===== src/itpr_pkg.sv =====
// ----------------------------------------------------------------------------
// itpr_pkg
// Widths, character codes and small digit tables for the radix converter.
// ----------------------------------------------------------------------------
`timescale 1ns / 1ps

package itpr_pkg;

  localparam int ValueW = 32;
  localparam int RadixW = 3;
  localparam int CharW  = 8;
  localparam int DigitW = 5;
  localparam int CntW   = 5;
  // Widest digit-aligned field: seven base-32 digits.
  localparam int SrW    = 35;

  localparam logic [CharW-1:0] CharMinus = 8'h2D;
  localparam logic [CharW-1:0] CharZero  = 8'h30;
  localparam logic [CharW-1:0] CharAlpha = 8'h37;  // 'A' minus ten

  // Sequencer request to the output stage.
  typedef struct packed {
    logic              emit;
    logic              minus;
    logic              last;
    logic [DigitW-1:0] digit;
  } out_step_t;

  // Sequencer request to the digit shift register.
  typedef struct packed {
    logic load;
    logic shift;
  } sr_ctrl_t;

  function automatic logic radix_ok(input logic [RadixW-1:0] r);
    radix_ok = (r >= 3'd1) && (r <= 3'd5);
  endfunction

  // Number of digit positions minus one, ceil(32 / r) - 1.
  function automatic logic [CntW-1:0] last_pos(input logic [RadixW-1:0] r);
    unique case (r)
      3'd1:    last_pos = 5'd31;
      3'd2:    last_pos = 5'd15;
      3'd3:    last_pos = 5'd10;
      3'd4:    last_pos = 5'd7;
      3'd5:    last_pos = 5'd6;
      default: last_pos = 5'd0;
    endcase
  endfunction

  // Left padding that puts the top digit at the top of the shift register.
  function automatic logic [1:0] pad_bits(input logic [RadixW-1:0] r);
    unique case (r)
      3'd1:    pad_bits = 2'd3;
      3'd2:    pad_bits = 2'd3;
      3'd3:    pad_bits = 2'd2;
      3'd4:    pad_bits = 2'd3;
      default: pad_bits = 2'd0;
    endcase
  endfunction

  function automatic logic [CharW-1:0] digit_char(input logic [DigitW-1:0] d);
    if (d < 5'd10) begin
      digit_char = CharZero + {3'b000, d};
    end else begin
      digit_char = CharAlpha + {3'b000, d};
    end
  endfunction

endpackage


===== src/itpr_if.sv =====
// ----------------------------------------------------------------------------
// itpr channel interfaces
// Valid/ready channels for the integer request and the character results.
// ----------------------------------------------------------------------------
`timescale 1ns / 1ps

interface itpr_in_if;
  logic                               valid;
  logic                               ready;
  logic signed [itpr_pkg::ValueW-1:0] value;

  modport source (output valid, output value, input ready);
  modport sink   (input valid, input value, output ready);
endinterface

interface itpr_out_if;
  logic                        valid;
  logic                        ready;
  logic [itpr_pkg::CharW-1:0]  char_code;
  logic                        last_char;

  modport source (output valid, output char_code, output last_char, input ready);
  modport sink   (input valid, input char_code, input last_char, output ready);
endinterface


===== src/itpr_digit_sr.sv =====
// ----------------------------------------------------------------------------
// itpr_digit_sr
// Digit-aligned magnitude shift register; presents the top digit each cycle.
// ----------------------------------------------------------------------------
`timescale 1ns / 1ps

module itpr_digit_sr (
  input  logic                             clk_i,
  input  itpr_pkg::sr_ctrl_t               ctrl_i,
  input  logic [itpr_pkg::RadixW-1:0]      radix_i,
  input  logic [itpr_pkg::ValueW-1:0]      mag_i,
  output logic [itpr_pkg::DigitW-1:0]      digit_o
);

  logic [itpr_pkg::SrW-1:0]    sr_q, sr_d;
  logic [itpr_pkg::DigitW-1:0] win;

  always_comb begin
    sr_d = sr_q;
    if (ctrl_i.load) begin
      sr_d = {3'b000, mag_i} << itpr_pkg::pad_bits(radix_i);
    end else if (ctrl_i.shift) begin
      sr_d = sr_q << radix_i;
    end
  end

  always_ff @(posedge clk_i) begin
    sr_q <= sr_d;
  end

  assign win = sr_q[itpr_pkg::SrW-1 -: itpr_pkg::DigitW];

  always_comb begin
    unique case (radix_i)
      3'd1:    digit_o = {4'b0000, win[4]};
      3'd2:    digit_o = {3'b000, win[4:3]};
      3'd3:    digit_o = {2'b00, win[4:2]};
      3'd4:    digit_o = {1'b0, win[4:1]};
      3'd5:    digit_o = win;
      default: digit_o = '0;
    endcase
  end

endmodule


===== src/itpr_out_stage.sv =====
// ----------------------------------------------------------------------------
// itpr_out_stage
// Character encoder and output register for the result channel.
// ----------------------------------------------------------------------------
`timescale 1ns / 1ps

module itpr_out_stage (
  input  logic                 clk_i,
  input  logic                 rst_ni,
  input  itpr_pkg::out_step_t  step_i,
  output logic                 free_o,
  itpr_out_if.source           out_o
);

  logic                       valid_q, valid_d;
  logic [itpr_pkg::CharW-1:0] char_q, char_d;
  logic                       last_q, last_d;

  assign free_o = !valid_q || out_o.ready;

  always_comb begin
    valid_d = valid_q;
    char_d  = char_q;
    last_d  = last_q;
    if (step_i.emit) begin
      valid_d = 1'b1;
      char_d  = step_i.minus ? itpr_pkg::CharMinus : itpr_pkg::digit_char(step_i.digit);
      last_d  = step_i.last;
    end else if (out_o.ready) begin
      valid_d = 1'b0;
    end
  end

  always_ff @(posedge clk_i or negedge rst_ni) begin
    if (!rst_ni) begin
      valid_q <= 1'b0;
    end else begin
      valid_q <= valid_d;
    end
  end

  always_ff @(posedge clk_i) begin
    char_q <= char_d;
    last_q <= last_d;
  end

  assign out_o.valid     = valid_q;
  assign out_o.char_code = char_q;
  assign out_o.last_char = last_q;

endmodule


===== src/int_to_pow2_radix_ascii_core.sv =====
// ----------------------------------------------------------------------------
// int_to_pow2_radix_ascii_core
// Signed 32-bit integer to ASCII text in base 2^r, one number per request.
// ----------------------------------------------------------------------------
// Converts one signed integer per input request into characters in base 2^r
// (r = radix_log2, 1 to 5), most significant digit first, with no leading
// zeros, a leading '-' for negative numbers and '0' for zero; last_char marks
// the final character. The magnitude is loaded in the accept cycle and the
// digit shift register then moves one digit position per cycle, dropping
// leading zero digits and emitting the rest; it holds while the minus sign
// goes out and while a digit waits on a stalled output. A nonzero value
// with radix_log2 outside 1 to 5 yields no characters, and the block stays
// ready for the next number. The next number is taken once the last
// character is in the output register. Write radix_log2 only while no
// conversion is in progress.
`timescale 1ns / 1ps

module int_to_pow2_radix_ascii_core (
  input  logic                          clk_i,
  input  logic                          rst_ni,
  input  logic                          cfg_we_i,
  input  logic [itpr_pkg::RadixW-1:0]   cfg_data_i,
  itpr_in_if.sink                       in_i,
  itpr_out_if.source                    out_o
);

  localparam logic StIdle = 1'b0;
  localparam logic StBusy = 1'b1;

  logic                          state_q, state_d;
  logic                          neg_q, neg_d;
  logic                          started_q, started_d;
  logic [itpr_pkg::CntW-1:0]     cnt_q, cnt_d;
  logic [itpr_pkg::RadixW-1:0]   radix_q;

  logic                          in_fire, go, out_free;
  logic                          skip, emit_minus, emit_dig;
  logic [itpr_pkg::ValueW-1:0]   mag;
  logic [itpr_pkg::DigitW-1:0]   digit;
  itpr_pkg::sr_ctrl_t            sr_ctrl;
  itpr_pkg::out_step_t           step;

  assign in_i.ready = (state_q == StIdle);
  assign in_fire    = in_i.valid && in_i.ready;
  assign mag        = in_i.value[itpr_pkg::ValueW-1] ? (~in_i.value + 32'd1) : in_i.value;
  // Zero converts whatever the radix; other values need a legal radix.
  assign go         = in_fire && ((in_i.value == '0) || itpr_pkg::radix_ok(radix_q));

  // A leading zero digit is dropped without waiting for the output side.
  assign skip       = (state_q == StBusy) && !neg_q && !started_q &&
                      (digit == '0) && (cnt_q != '0);
  assign emit_minus = (state_q == StBusy) && neg_q && out_free;
  assign emit_dig   = (state_q == StBusy) && !neg_q && !skip && out_free;

  assign sr_ctrl.load  = go;
  assign sr_ctrl.shift = skip || emit_dig;

  assign step.emit  = emit_minus || emit_dig;
  assign step.minus = emit_minus;
  assign step.last  = emit_dig && (cnt_q == '0);
  assign step.digit = digit;

  always_comb begin
    state_d   = state_q;
    neg_d     = neg_q;
    started_d = started_q;
    cnt_d     = cnt_q;
    unique case (state_q)
      StIdle: begin
        if (go) begin
          state_d   = StBusy;
          neg_d     = in_i.value[itpr_pkg::ValueW-1];
          started_d = 1'b0;
          cnt_d     = (in_i.value == '0) ? '0 : itpr_pkg::last_pos(radix_q);
        end
      end
      StBusy: begin
        if (emit_minus) begin
          neg_d = 1'b0;
        end
        if (skip || emit_dig) begin
          cnt_d = cnt_q - 5'd1;
        end
        if (emit_dig) begin
          started_d = 1'b1;
          if (cnt_q == '0) begin
            state_d = StIdle;
          end
        end
      end
      default: state_d = StIdle;
    endcase
  end

  always_ff @(posedge clk_i or negedge rst_ni) begin
    if (!rst_ni) begin
      state_q   <= StIdle;
      neg_q     <= 1'b0;
      started_q <= 1'b0;
      cnt_q     <= '0;
      radix_q   <= 3'd4;
    end else begin
      state_q   <= state_d;
      neg_q     <= neg_d;
      started_q <= started_d;
      cnt_q     <= cnt_d;
      if (cfg_we_i) begin
        radix_q <= cfg_data_i;
      end
    end
  end

  itpr_digit_sr u_digit_sr (
    .clk_i   (clk_i),
    .ctrl_i  (sr_ctrl),
    .radix_i (radix_q),
    .mag_i   (mag),
    .digit_o (digit)
  );

  itpr_out_stage u_out_stage (
    .clk_i  (clk_i),
    .rst_ni (rst_ni),
    .step_i (step),
    .free_o (out_free),
    .out_o  (out_o)
  );

endmodule


===== src/flat_wrapper.sv =====
// flat-port wrapper written by rule: the top's interface ports become plain ports
module int_to_pow2_radix_ascii_core_flat 
  (clk_i, rst_ni, cfg_we_i, cfg_data_i, in_i_valid, in_i_value, in_i_ready, out_o_valid, out_o_char_code, out_o_last_char, out_o_ready);
  itpr_in_if in_i_i ();
  itpr_out_if out_o_i ();
  input  logic clk_i;
  input  logic rst_ni;
  input  logic cfg_we_i;
  input  logic [itpr_pkg::RadixW-1:0] cfg_data_i;
  input wire logic [$bits(in_i_i.valid)-1:0] in_i_valid;
  input wire logic [$bits(in_i_i.value)-1:0] in_i_value;
  output wire logic [$bits(in_i_i.ready)-1:0] in_i_ready;
  output wire logic [$bits(out_o_i.valid)-1:0] out_o_valid;
  output wire logic [$bits(out_o_i.char_code)-1:0] out_o_char_code;
  output wire logic [$bits(out_o_i.last_char)-1:0] out_o_last_char;
  input wire logic [$bits(out_o_i.ready)-1:0] out_o_ready;
  assign in_i_i.valid = in_i_valid;
  assign in_i_i.value = in_i_value;
  assign in_i_ready = in_i_i.ready;
  assign out_o_valid = out_o_i.valid;
  assign out_o_char_code = out_o_i.char_code;
  assign out_o_last_char = out_o_i.last_char;
  assign out_o_i.ready = out_o_ready;
  int_to_pow2_radix_ascii_core u_core (.clk_i(clk_i), .rst_ni(rst_ni), .cfg_we_i(cfg_we_i), .cfg_data_i(cfg_data_i), .in_i(in_i_i), .out_o(out_o_i));
endmodule

===== config.mk =====
export PLATFORM = sky130hd
export DESIGN_NAME = int_to_pow2_radix_ascii_core_flat
export DESIGN_NICKNAME = d
export VERILOG_FILES = /design/src/itpr_pkg.sv /design/src/itpr_if.sv /design/src/itpr_digit_sr.sv /design/src/itpr_out_stage.sv /design/src/int_to_pow2_radix_ascii_core.sv /design/src/flat_wrapper.sv
export SDC_FILE = /design/constraint.sdc
export NUM_CORES = 1
export LEC_CHECK = 0
export BUFFER_PORTS_ARGS = -buffer_cell sky130_fd_sc_hd__buf_2
export CAP_MARGIN = 10
export CORE_AREA = 2 2 105 107
export CTS_CLUSTER_DIAMETER = 60
export DETAILED_ROUTE_END_ITERATION = 8
export DIE_AREA = 0 0 107 109
export HOLD_SLACK_MARGIN = 0.08
export PLACE_DENSITY = 0.64
export SYNTH_ARGS = -nofsm -noshare
export SYNTH_HDL_FRONTEND = slang
export SYNTH_SLANG_ARGS = --single-unit

===== constraint.sdc =====
create_clock -name clk_i -period 4.4 [get_ports clk_i]
set_input_delay 0.66 -clock clk_i [delete_from_list [all_inputs] [get_ports clk_i]]
set_output_delay 0.66 -clock clk_i [all_outputs]
set_load 0.1 [all_outputs]

==> qor.csv <==
metric,value,unit
"area leader, netlist",edfxtp_1,
WP data arrival,3.63,ns
Iter 0 DRT Violations,515,
Worst Tran Pin Value,0.787,ns
Register Area,1590,sq um
Routed Antenna Nets,0,
main flop type after synthesis,edfxtp_1,
num rows,38,
"Reg clk slew, reported paths",0.11,ns
max-cap violation count,0,
"Clk Latency, worst-skew pair",0.33,ns
DR vias/cell,6.30,
post-CTS setup buffers,0,
syn avg cell area,8.28,sq um
io pins,51,
RSZ-0062 raised after global routing,false,
DR WL met3,901,um
Initial DRT Pass Iterations,5,
CP required,4.44,ns
DRT met1 WL,6860,um
clk_skew,0.0103,ns
Finished Layout Cells,793,
status,completed,
top sig layer,met4,
Cells after Synth,625,
dpl hpwl,11000,um
TritonCTS buffer count,5,
Initial Util,48.8,%
fill cell count,1013,
type of origin of the critical path,flop,
critical-path maximum fanout,53,
Hold Fails Final Rpt,0,
Placer Congestion,0.942,
final design utilization,52.9,%
syn_nets,673,
Synth top area share,25.0,%
die height,109,um
final net count,700,
Setup CP Type,reg2reg,
"slowest stage cell, crit path",nor3_1,
core footprint,10600,sq um
total track usage,25.6,%
Peak Freq,279,MHz
Longest Clk Path Bufs,2,
Pwr per Cell Area,563,nW/um^2
hold_ws,0.186,ns
maximum VDD drop,423,uV
Area contributors post-synth,"edfxtp_1 (25%), nand2_1 (6.5%), mux2i_1 (6.4%)",
met2 wire len,6740,um
Slew Limit Headroom,47.6,%
Ys Warns,0,
setup TNS,0,ns
clock sink count,55,
antenna diode count,0,
"Power, Total",3.16,mW
CP max stage delay,0.61,ns
"Distinct cells, synth",63,
die area,11700,sq um
share of cells above drive strength 1,15.8,%
antenna violations before repair,0,
CTS tree,built,
routed via count,4992,
number of global-route vias before repair,4474,
gr ovfl total,0,
hold buffers post-CTS,0,
max-slew violation count,0,
wire length per cell,18.5,um
CP Cell Sequence,buf_4 > a32oi_1 > o21ai_0 > inv_1 > ha_1 > nand4b_1 > nor4b_1 > nor3_1 > inv_1 > buf_4,
Area Growth Syn to Fin,8.51,%
CTS-repair resized insts,0,
Die X,107,um
placed cells,785,
period utilization,81.5,%
final number of setup-violating endpoints,0,
drt drc,0,
largest net degree at the start of global routing,54,
Routed WL,14700,um
# H-tree levels,2,
#FFs+latches synth,55,
area used by multi-input combinational logic,3350,sq um
register area share after synthesis,30.8,%
"FFs w/ async S/R, synth",21.8,%
most frequent cells in the layout,"nand2_1 (90), nor2_1 (56), a21oi_1 (53)",
number of port buffers,49,
CP Capture Type,flop,
final period demand of the worst path,3.59,ns
"most common cell after layout, fill and taps aside",nand2_1,
synthesized area,5170,sq um
global-route wire length before repair,23500,um
number of synthesized flops with an enable pin,43,
Leak,2.13,nW
Tightest Hold Check Type,in2async,
clk root buf,clkbuf_8,
## logic make-up (layout without fill, tap and decap cells)
| family | after synthesis | after routing | share of synthesized area [%] |
|---|---|---|---|
| muxes | 52 | 52 | 12.5 |
| buffers and inverters | 57 | 85 | 4.55 |
| xor gates and xnor gates | 36 | 36 | 6.10 |
| other | 1 | 1 | 0.0725 |
| and+or+nand+nor | 224 | 224 | 20.2 |
| DFF | 55 | 55 | 30.8 |
| adders and majority gates | 8 | 8 | 1.94 |
| AOI/OAI and AO/OA | 192 | 192 | 23.9 |
## sequential cells by signal, summed over array words and instances (netlist names)
register and count:
u_core.u_digit_sr.sr_q 35, u_core.u_out_stage.out_o.char_code 7, u_core.cnt_q 5, u_core.radix_q 3, u_core.neg_q 1, u_core.started_q 1, u_core.state_q 1, u_core.u_out_stage.out_o.last_char 1
u_core.u_out_stage.out_o.valid 1
## layer usage
metal / track usage (%) / vias up
li1: - / 2388
met1: 37.2 / 2379
met2: 41.6 / 210
met3: 2.33 / 15
met4: 5.75 / 0
met5: 0 / -
## cell type report
class / instances / area share [%]
repair buffers: 63 / 6.24
multi-input cells: 513 / 59.7
clock inverters: 3 / 0.424
clock buffers: 5 / 1.23
inverters: 14 / 0.936
flip-flops and latches: 55 / 28.4
well taps: 140 / 3.12
## power by group
group	leakage [nW]	switching, mW	internal, mW
registers	0.562	0.168	0.941
logic	1.53	1.16	0.589
clock network	0.0408	0.189	0.114
total	2.13	1.52	1.64
## worst max-delay path, delay by kind of cell, from the launching register on
family	cells	cell delay, ns
buffers and inverters	4	1.13
AND/OR/NAND/NOR	3	0.76
AO/OA/AOI/OAI	2	0.57
flip-flops	1	0.55
adder cells (fa/ha/maj)	1	0.22
## worst paths after layout
kind | to | slack, ns | start | cells past startpoint
setup / recovery | u_core.u_digit_sr.sr_q[29] | 0.81 | u_core.radix_q[2] | 10
hold / removal | u_core.state_q | 0.19 | rst_ni | 1
setup reg to reg | u_core.u_digit_sr.sr_q[29] | 0.81 | u_core.radix_q[2] | 10
hold reg to reg | u_core.started_q | 0.48 | u_core.started_q | 1
max in group asynchronous | u_core.radix_q[2] | 3.94 | rst_ni | 1
min in group clk_i | u_core.started_q | 0.48 | u_core.started_q | 1
## cells in the mapped netlist, types with 7 or more instances
master	number
nor3_1	11
nand2_1	90
mux4_2	9
mux2i_1	33
dfrtp_1	11
o22ai_1	11
clkbuf_1	25
nor2_1	56
a31oi_1	21
buf_1	10
inv_1	11
o21ai_0	40
a211oi_1	14
or3_1	8
o31ai_1	11
nand4_1	7
xnor2_1	10
xor2_1	26
ha_1	8
edfxtp_1	43
nand3_1	11
mux2_2	10
a21oi_1	53
nor2b_1	10
## metrics by stage
stage | worst slack [ns] | cell area [sq um]
after floorplan | 0.382 | 5170
after global placement | 0.622 | 5520
after detailed placement | 0.534 | 5520
after CTS | 0.850 | 5610
after global routing | 0.618 | 5610
final | 0.813 | 5610
No activity file was read; power rests on OpenSTA's default activity.
